==> config.mk <==
export PLATFORM = sky130hd
export DESIGN_NAME = sprite_xor_frame_store
export DESIGN_NICKNAME = d
export VERILOG_FILES = /design/src/rtl/core/sxfs_pkg.sv /design/src/rtl/core/sxfs_ctrl.sv /design/src/rtl/core/sxfs_datapath.sv /design/src/rtl/core/sprite_xor_frame_store.sv
export SDC_FILE = /design/constraint.sdc
export NUM_CORES = 2
export LEC_CHECK = 0
export ABC_CLOCK_PERIOD_IN_PS = 8990
export BUFFER_PORTS_ARGS = -buffer_cell sky130_fd_sc_hd__buf_4
export CAP_MARGIN = 15
export CORE_ASPECT_RATIO = 2
export CORE_UTILIZATION = 57
export DETAILED_ROUTE_END_ITERATION = 12
export PLACE_DENSITY_LB_ADDON = 0.05
export SETUP_SLACK_MARGIN = 0.2
export SYNTH_ARGS = -nofsm -noshare
export SYNTH_HDL_FRONTEND = slang
export SYNTH_SLANG_ARGS = --single-unit
export TNS_END_PERCENT = 10
==> constraint.sdc <==
create_clock -name clk_i -period 8.99 [get_ports clk_i]
set_input_delay 0.899 -clock clk_i [delete_from_list [all_inputs] [get_ports clk_i]]
set_output_delay 0.899 -clock clk_i [all_outputs]
set_load 0.01 [all_outputs]
==> src/rtl/core/sxfs_pkg.sv <==
`default_nettype none

package sxfs_pkg;

  // Command codes of an input request.
  localparam logic [1:0] CMD_DRAW  = 2'd0;
  localparam logic [1:0] CMD_CLEAR = 2'd1;
  localparam logic [1:0] CMD_READ  = 2'd2;

  // Fixed geometry of the word that holds one row, and of one sprite row.
  localparam int unsigned ROW_BITS     = 64;
  localparam int unsigned SPRITE_WIDTH = 8;
  // A row number as y_pos plus row_offset (at most 31 + 15).
  localparam int unsigned ROW_W        = 6;

  // Controller states.
  typedef enum logic {
    ST_IDLE,
    ST_EXEC
  } state_e;

  // Commands from the controller to the datapath.
  typedef struct packed {
    logic load;    // capture the request and read its row
    logic commit;  // update the store and load the result register
  } ctrl_cmd_t;

endpackage

`default_nettype wire

==> src/rtl/core/sxfs_ctrl.sv <==
`default_nettype none

module sxfs_ctrl
  import sxfs_pkg::*;
(
  input  wire logic      clk_i,
  input  wire logic      rst_ni,
  input  wire logic      in_valid_i,
  output logic           in_stall_o,
  output logic           out_valid_o,
  input  wire logic      out_stall_i,
  output ctrl_cmd_t      cmd_o
);

  state_e state_q, state_d;
  logic   out_valid_q, out_valid_d;
  logic   out_free;

  // The result register can take a new result when empty or being drained.
  assign out_free = !out_valid_q || !out_stall_i;

  // Next state.
  always_comb begin
    state_d = state_q;
    unique case (state_q)
      ST_IDLE: begin
        if (in_valid_i) begin
          state_d = ST_EXEC;
        end
      end
      ST_EXEC: begin
        if (out_free) begin
          state_d = ST_IDLE;
        end
      end
      default: state_d = ST_IDLE;
    endcase
  end

  // Outputs and commands.
  always_comb begin
    cmd_o       = '0;
    in_stall_o  = 1'b1;
    out_valid_d = out_valid_q && out_stall_i;
    unique case (state_q)
      ST_IDLE: begin
        in_stall_o = 1'b0;
        cmd_o.load = in_valid_i;
      end
      ST_EXEC: begin
        if (out_free) begin
          cmd_o.commit = 1'b1;
          out_valid_d  = 1'b1;
        end
      end
      default: ;
    endcase
  end

  // State and result valid registers.
  always_ff @(posedge clk_i or negedge rst_ni) begin
    if (!rst_ni) begin
      state_q     <= ST_IDLE;
      out_valid_q <= 1'b0;
    end else begin
      state_q     <= state_d;
      out_valid_q <= out_valid_d;
    end
  end

  assign out_valid_o = out_valid_q;

  // A loaded request always puts the controller in the execute state in the following cycle.
  a_load_then_exec: assert property (@(posedge clk_i) disable iff (!rst_ni)
    cmd_o.load |=> state_q == ST_EXEC)
    else $error("request load not followed by execute state");

  // A commit never overwrites a result that is still waiting.
  a_no_overwrite: assert property (@(posedge clk_i) disable iff (!rst_ni)
    cmd_o.commit |-> (!out_valid_q || !out_stall_i))
    else $error("result overwritten while stalled");

  // Only one request is in work at a time.
  a_one_in_work: assert property (@(posedge clk_i) disable iff (!rst_ni)
    cmd_o.load |=> !cmd_o.load)
    else $error("second request loaded while one is in work");

endmodule

`default_nettype wire

==> src/rtl/core/sxfs_datapath.sv <==
`default_nettype none

module sxfs_datapath
  import sxfs_pkg::*;
#(
  parameter int unsigned SCREEN_ROWS    = 32,
  parameter int unsigned SCREEN_COLUMNS = 64
) (
  input  wire logic                    clk_i,
  input  wire logic                    rst_ni,
  input  wire ctrl_cmd_t               cmd_i,
  input  wire logic [1:0]              command_i,
  input  wire logic [5:0]              x_pos_i,
  input  wire logic [4:0]              y_pos_i,
  input  wire logic [3:0]              row_offset_i,
  input  wire logic [SPRITE_WIDTH-1:0] sprite_byte_i,
  input  wire logic                    last_row_i,
  output logic                         collision_o,
  output logic [ROW_BITS-1:0]          row_bits_o
);

  localparam int unsigned AW = $clog2(SCREEN_ROWS);
  localparam logic [ROW_BITS-1:0] VIS_MASK = ~{ROW_BITS{1'b0}} << (ROW_BITS - SCREEN_COLUMNS);

  logic [ROW_BITS-1:0] mem_q [SCREEN_ROWS];
  logic [SCREEN_ROWS-1:0] row_vld_q;

  logic [ROW_W-1:0]        row_d, row_q;
  logic [AW-1:0]           rd_addr, wr_addr;
  logic                    in_range_d, in_range_q;
  logic [1:0]              cmd_q;
  logic [5:0]              x_q;
  logic [SPRITE_WIDTH-1:0] sprite_q;
  logic                    last_q;
  logic [ROW_BITS-1:0]     rdata_q;
  logic                    rvld_q;
  logic                    acc_q;

  logic [ROW_BITS-1:0] line, old_row, new_row, row_res;
  logic                hit, coll_res, wr_en, clr_en, acc_upd;

  logic                collision_q;
  logic [ROW_BITS-1:0] row_bits_q;

  // Row selected by the request: target row for draw, y_pos for read and clear.
  always_comb begin
    if (command_i == CMD_DRAW) begin
      row_d = ROW_W'(y_pos_i) + ROW_W'(row_offset_i);
    end else begin
      row_d = ROW_W'(y_pos_i);
    end
  end

  assign in_range_d = {1'b0, row_d} < (ROW_W + 1)'(SCREEN_ROWS);
  assign rd_addr    = row_d[AW-1:0];
  assign wr_addr    = row_q[AW-1:0];

  // Capture the request and read its row from the store.
  always_ff @(posedge clk_i) begin
    if (cmd_i.load) begin
      row_q      <= row_d;
      in_range_q <= in_range_d;
      cmd_q      <= command_i;
      x_q        <= x_pos_i;
      sprite_q   <= sprite_byte_i;
      last_q     <= last_row_i;
      rdata_q    <= mem_q[rd_addr];
      rvld_q     <= row_vld_q[rd_addr];
    end
  end

  // Sprite placement, clipped at the right edge, and the XOR update.
  assign line    = ({sprite_q, {(ROW_BITS - SPRITE_WIDTH){1'b0}}} >> x_q) & VIS_MASK;
  assign old_row = rvld_q ? rdata_q : '0;
  assign new_row = old_row ^ line;
  assign hit     = in_range_q && ((old_row & line) != '0);

  // Result and store update per command.
  always_comb begin
    coll_res = 1'b0;
    row_res  = '0;
    wr_en    = 1'b0;
    clr_en   = 1'b0;
    acc_upd  = 1'b0;
    unique case (cmd_q)
      CMD_DRAW: begin
        coll_res = acc_q || hit;
        row_res  = in_range_q ? new_row : '0;
        wr_en    = in_range_q;
        acc_upd  = 1'b1;
      end
      CMD_CLEAR: begin
        clr_en = 1'b1;
      end
      CMD_READ: begin
        row_res = in_range_q ? old_row : '0;
      end
      default: ;
    endcase
  end

  // Row storage write port.
  always_ff @(posedge clk_i) begin
    if (cmd_i.commit && wr_en) begin
      mem_q[wr_addr] <= new_row;
    end
  end

  // Row valid bits make reset and clear take effect at once.
  always_ff @(posedge clk_i or negedge rst_ni) begin
    if (!rst_ni) begin
      row_vld_q <= '0;
    end else if (cmd_i.commit && clr_en) begin
      row_vld_q <= '0;
    end else if (cmd_i.commit && wr_en) begin
      row_vld_q[wr_addr] <= 1'b1;
    end
  end

  // Collision accumulator restarts after the last row of a sprite.
  always_ff @(posedge clk_i or negedge rst_ni) begin
    if (!rst_ni) begin
      acc_q <= 1'b0;
    end else if (cmd_i.commit && acc_upd) begin
      acc_q <= last_q ? 1'b0 : coll_res;
    end
  end

  // Result register.
  always_ff @(posedge clk_i) begin
    if (cmd_i.commit) begin
      collision_q <= coll_res;
      row_bits_q  <= row_res;
    end
  end

  assign collision_o = collision_q;
  assign row_bits_o  = row_bits_q;

endmodule

`default_nettype wire

==> src/rtl/core/sprite_xor_frame_store.sv <==
`default_nettype none

// One-bit frame store of SCREEN_ROWS rows by SCREEN_COLUMNS pixels, column c
// of a row at bit 63-c of row_bits_o. A draw request XORs one 8-pixel sprite
// row into row y_pos + row_offset and reports the collision flag collected
// over the sprite up to its last row; clear zeroes the screen and read
// returns one row. Each request is handled in two steps: the first captures it
// and reads its row from the single-port row memory, the second updates the row
// and loads the result register; a stalled result holds the second step until it
// drains. Reset and clear take effect at once through per-row valid bits, so
// there is no clearing pass.
module sprite_xor_frame_store
  import sxfs_pkg::*;
#(
  parameter int unsigned SCREEN_ROWS    = 32,
  parameter int unsigned SCREEN_COLUMNS = 64
) (
  input  wire logic                    clk_i,
  input  wire logic                    rst_ni,
  input  wire logic                    in_valid_i,
  output logic                         in_stall_o,
  input  wire logic [1:0]              command_i,
  input  wire logic [5:0]              x_pos_i,
  input  wire logic [4:0]              y_pos_i,
  input  wire logic [3:0]              row_offset_i,
  input  wire logic [SPRITE_WIDTH-1:0] sprite_byte_i,
  input  wire logic                    last_row_i,
  output logic                         out_valid_o,
  input  wire logic                    out_stall_i,
  output logic                         collision_o,
  output logic [ROW_BITS-1:0]          row_bits_o
);

  ctrl_cmd_t cmd;

  // Sequencing of requests and the result handshake.
  sxfs_ctrl u_ctrl (
    .clk_i       (clk_i),
    .rst_ni      (rst_ni),
    .in_valid_i  (in_valid_i),
    .in_stall_o  (in_stall_o),
    .out_valid_o (out_valid_o),
    .out_stall_i (out_stall_i),
    .cmd_o       (cmd)
  );

  // Row memory, sprite placement and collision logic.
  sxfs_datapath #(
    .SCREEN_ROWS    (SCREEN_ROWS),
    .SCREEN_COLUMNS (SCREEN_COLUMNS)
  ) u_datapath (
    .clk_i         (clk_i),
    .rst_ni        (rst_ni),
    .cmd_i         (cmd),
    .command_i     (command_i),
    .x_pos_i       (x_pos_i),
    .y_pos_i       (y_pos_i),
    .row_offset_i  (row_offset_i),
    .sprite_byte_i (sprite_byte_i),
    .last_row_i    (last_row_i),
    .collision_o   (collision_o),
    .row_bits_o    (row_bits_o)
  );

endmodule

`default_nettype wire
==> flow_summary.json <==
{
  "critical_path.reg2reg.endpoint": "u_datapath.collision_o",
  "cp_slowest_cell": "nor4_1",
  "end_kind": "register",
  "antenna_found_initial": 5,
  "place_area_um2": 91000,
  "timing.reg2reg.setup_slack_ps": 3510,
  "ir_drop_mv": 0.345,
  "area_growth_pct": 10.7,
  "maxSlewViolCount": 0,
  "hold_viol": 0,
  "grt_pass1_vias": 44700,
  "period_minus_slack_ps": 5480,
  "port_buffers": 96,
  "crit_top_cell": "mux2i_1",
  "comb_power_share_pct": 13.6,
  "clkPwrFrac_pct": 32.9,
  "critPathMaxStageDelay_ps": 830,
  "start_util_pct": 57.3,
  "cellLeakagePower_nw": 31.5,
  "synth_xor_area_share_pct": 0.0100,
  "p_sw_share_pct": 25.4,
  "r2r_cells": 12,
  "drc": 0,
  "crit_type": "reg2reg",
  "overflow": 0,
  "root_buffer": "clkbuf_16",
  "design_area_um2": 96900,
  "cts_resized": 0,
  "vias_per_cell": 6.45,
  "min_path_type": "in2async",
  "synth.top_cell.area_share_pct": 75.5,
  "holdWs_ps": 79.5,
  "synth_edf_count": 2201,
  "slew-limit-headroom_pct": 15.6,
  "htree_levels": 4,
  "r2r-start": "u_datapath.x_q[1]",
  "grt_max_degree": 147,
  "p_int_mw": 17.7,
  "clockBufferDepth": 4,
  "outcome": "finished clean",
  "synth_area_leaders": "edfxtp_1 76%, mux4_2 13%, nand2_1 2.3%, nand3_1 1.5%, dfrtp_1 1.0%",
  "wl_um": 226000,
  "yosys.area.top_type": "edfxtp_1",
  "crit_fanout": 16,
  "dp_hpwl_um": 126000,
  "synth-seq-area-share_pct": 76.5,
  "synthSimpleGateAreaFrac_pct": 6.07,
  "rows": 203,
  "max-cap-violations": 0,
  "post_cts_buffers": 0,
  "syn_nets": 4482,
  "fin_nets": 4653,
  "min_period_over_period_pct": 61.0,
  "worstPathCellList": "mux2i_1 > mux2i_1 > mux2i_1 > nor2_1 > a21oi_1 > nor2_1 > ha_1 > nor4_1 > nand4_1 > o41ai_1 > nand2b_1 > nor3b_1",
  "synth_top_family_by_area": "multiplexers",
  "synth_warnings": 0,
  "cts-hold-fix-buffers": 0,
  "clkLatencyLatePin_ps": 840,
  "clock.fmax_ghz": 0.182,
  "syn_area_um2": 87500,
  "routedWlPerCell_um": 33.5,
  "synthMuxAreaShare_pct": 14.4,
  "grt_usage_pct": 29.7,
  "powerDensity_nw_per_um2": 245,
  "ioPinCount": 97,
  "clk_pin_slew_worst_paths_ps": 70,
  "synth-compound-area-share_pct": 0.602,
  "core_um2": 153000,
  "synth-adder-area-share_pct": 0.995,
  "start_kind": "register",
  "skew_ps": 46.0,
  "synth_seq_cells": 2236,
  "seqPwrFrac_pct": 53.6,
  "finalWeightedCongestion": 0.844,
  "drt_pass1_iterations": 6,
  "syn_inst": 4383,
  "synthFlopType": "edfxtp_1",
  "cts_tree": "done",
  "worst_slew_pin_slew_ps": 1260,
  "rsz0062_at_grt": "false",
  "die-area_um2": 155000,
  "ant_nets": 0,
  "clock_sinks": 2236,
  "synth_cell_types": 51,
  "die_w_um": 279,
  "setup_tns_ps": 0,
  "dr.first_iter.drc_count": 4719,
  "drive_above_1_share_pct": 22.0,
  "num_vias": 43600,
  "grt_pass1_wl_um": 322000,
  "synth-async-reset-ratio_pct": 1.57,
  "cp.arrival_ps": 5980,
  "p_sw_mw": 6.03,
  "final-setup-viol-count": 0,
  "die_h_um": 556,
  "postSynthAreaPerCell_um2": 20.0,
  "numCtsBuffers": 192,
  "worstPathRequired_ps": 9490
}
[how the worst max path moves through the flow]
stage | from | endpoint | slack [ps] | depth (start not counted)
after floorplan | out_stall_i | u_datapath.mem_q[24][0] | 960 | 5
after global placement | u_datapath.x_q[1] | u_datapath.collision_o | 3730 | 12
after detailed placement | u_datapath.x_q[1] | u_datapath.collision_o | 3720 | 12
after CTS | u_datapath.x_q[1] | u_datapath.collision_o | 3670 | 12
after global routing | u_datapath.x_q[1] | u_datapath.collision_o | 3420 | 12
final | u_datapath.x_q[1] | u_datapath.collision_o | 3510 | 12
[cell usage after synthesis (2+ instances only)]
master / instances
nor4_1: 16
nor3b_1: 3
clkbuf_4: 4
and3_1: 3
or2_2: 6
o22ai_1: 8
nand4_1: 4
edfxtp_1: 2201
buf_4: 40
a2bb2oi_1: 4
a21oi_1: 9
mux4_2: 523
nand2b_1: 5
o21a_1: 32
a22oi_1: 2
and2_1: 66
buf_2: 97
buf_1: 25
or3_1: 2
nand2_1: 544
nand3b_1: 3
a21o_1: 5
and3b_1: 2
clkbuf_1: 74
mux2i_1: 75
and4_1: 65
mux2_2: 3
nor2b_1: 12
ha_1: 68
inv_1: 5
nor2_1: 159
dfrtp_1: 35
nand3_1: 263
o21ai_0: 3
[cells by family after synthesis]
| group | after synthesis |
|---|---|
| compound gates | 72 |
| xor+xnor | 1 |
| fa+ha+maj | 69 |
| buf+inv | 248 |
| flops | 2236 |
| mux | 602 |
| simple gates | 1155 |
[worst max-delay path, delay by kind of cell (launching register included)]
| family | cells | cell delay [ps] |
|---|---|---|
| AOI/OAI and AO/OA | 2 | 1390 |
| adders and majority gates | 1 | 280 |
| DFF | 1 | 820 |
| muxes | 3 | 900 |
| and+or+nand+nor | 6 | 1740 |
[layout by cell type (no fill, tap or decap), types with 3 or more instances in the layout]
cell type   count
a21o_1          4
a21oi_1         8
a2bb2oi_1       4
and2_1         66
and4_1         65
buf_12         11
buf_16          8
buf_4         199
bufinv_16       7
clkbuf_1       48
clkbuf_16     194
clkbuf_8        3
clkinv_1       56
clkinv_2       24
clkinv_8        3
clkinvlp_4      3
dfrtp_1        35
edfxtp_1     2201
ha_1           68
inv_1           5
inv_6           3
mux2_2          3
mux2i_1        74
mux4_2        523
nand2_1       544
nand2b_1        4
nand3_1       263
nand3b_1        3
nand4_1         4
nor2_1        127
nor2_4         32
nor2b_1        11
nor3b_1         3
nor4_1         16
o21a_1         32
o21ai_0         3
o22ai_1         8
or2_2           6
[sequential cells by signal, summed over array words and instances (netlist names), 2 cells and up]
| register | flops |
|---|---|
| u_datapath.row_vld_q | 32 |
| u_datapath.row_bits_o | 64 |
| u_datapath.cmd_q | 2 |
| u_datapath.row_q | 5 |
| u_datapath.rdata_q | 64 |
| u_datapath.sprite_q | 8 |
| u_datapath.x_q | 6 |
| u_datapath.mem_q | 2048 |
[final cells by class]
cell class,count,area (µm²)
Fill cell,10600,55800
Multi-Input combinational cell,1899,19600
Tap cell,2050,2560
Antenna cell,2,5.00
Inverter,7,33.8
Timing Repair Buffer,218,1930
Clock inverter,96,654
Clock buffer,245,5080
Sequential cell,2236,67000
[per-stage QoR]
stage	cells	setup WS [ps]	util, %	total power, mW
after detailed placement	6406	3720	59.6	16.1
after CTS	6747	3670	63.4	23.9
after global routing	6752	3420	63.4	24.4
after global placement	6401	3730	59.5	16.1
final	6753	3510	63.5	23.8
after floorplan	4383	960	-	14.7
[per-layer routing]
layer	GRT usage [%]	up-vias	part of all wire [%]
li1	-	18000	-
met1	38.2	23300	37
met2	52.1	1828	53
met3	3.84	444	6.6
met4	10.6	2	3.7
met5	0	-	0.0057
[power groups by stage]
| stage | clock, mW | combinational (mW) | sequential (mW) |
|---|---|---|---|
| 2_1_floorplan | 0 | 1.81 | 12.9 |
| 5_1_grt | 8.25 | 3.41 | 12.7 |
| 4_1_cts | 7.93 | 3.20 | 12.7 |
| 3_3_place_gp | 0 | 3.14 | 12.9 |
| 6_report | 7.81 | 3.22 | 12.7 |
| 3_5_place_dp | 0 | 3.20 | 13.0 |
Power figures use the tool's default switching activity.
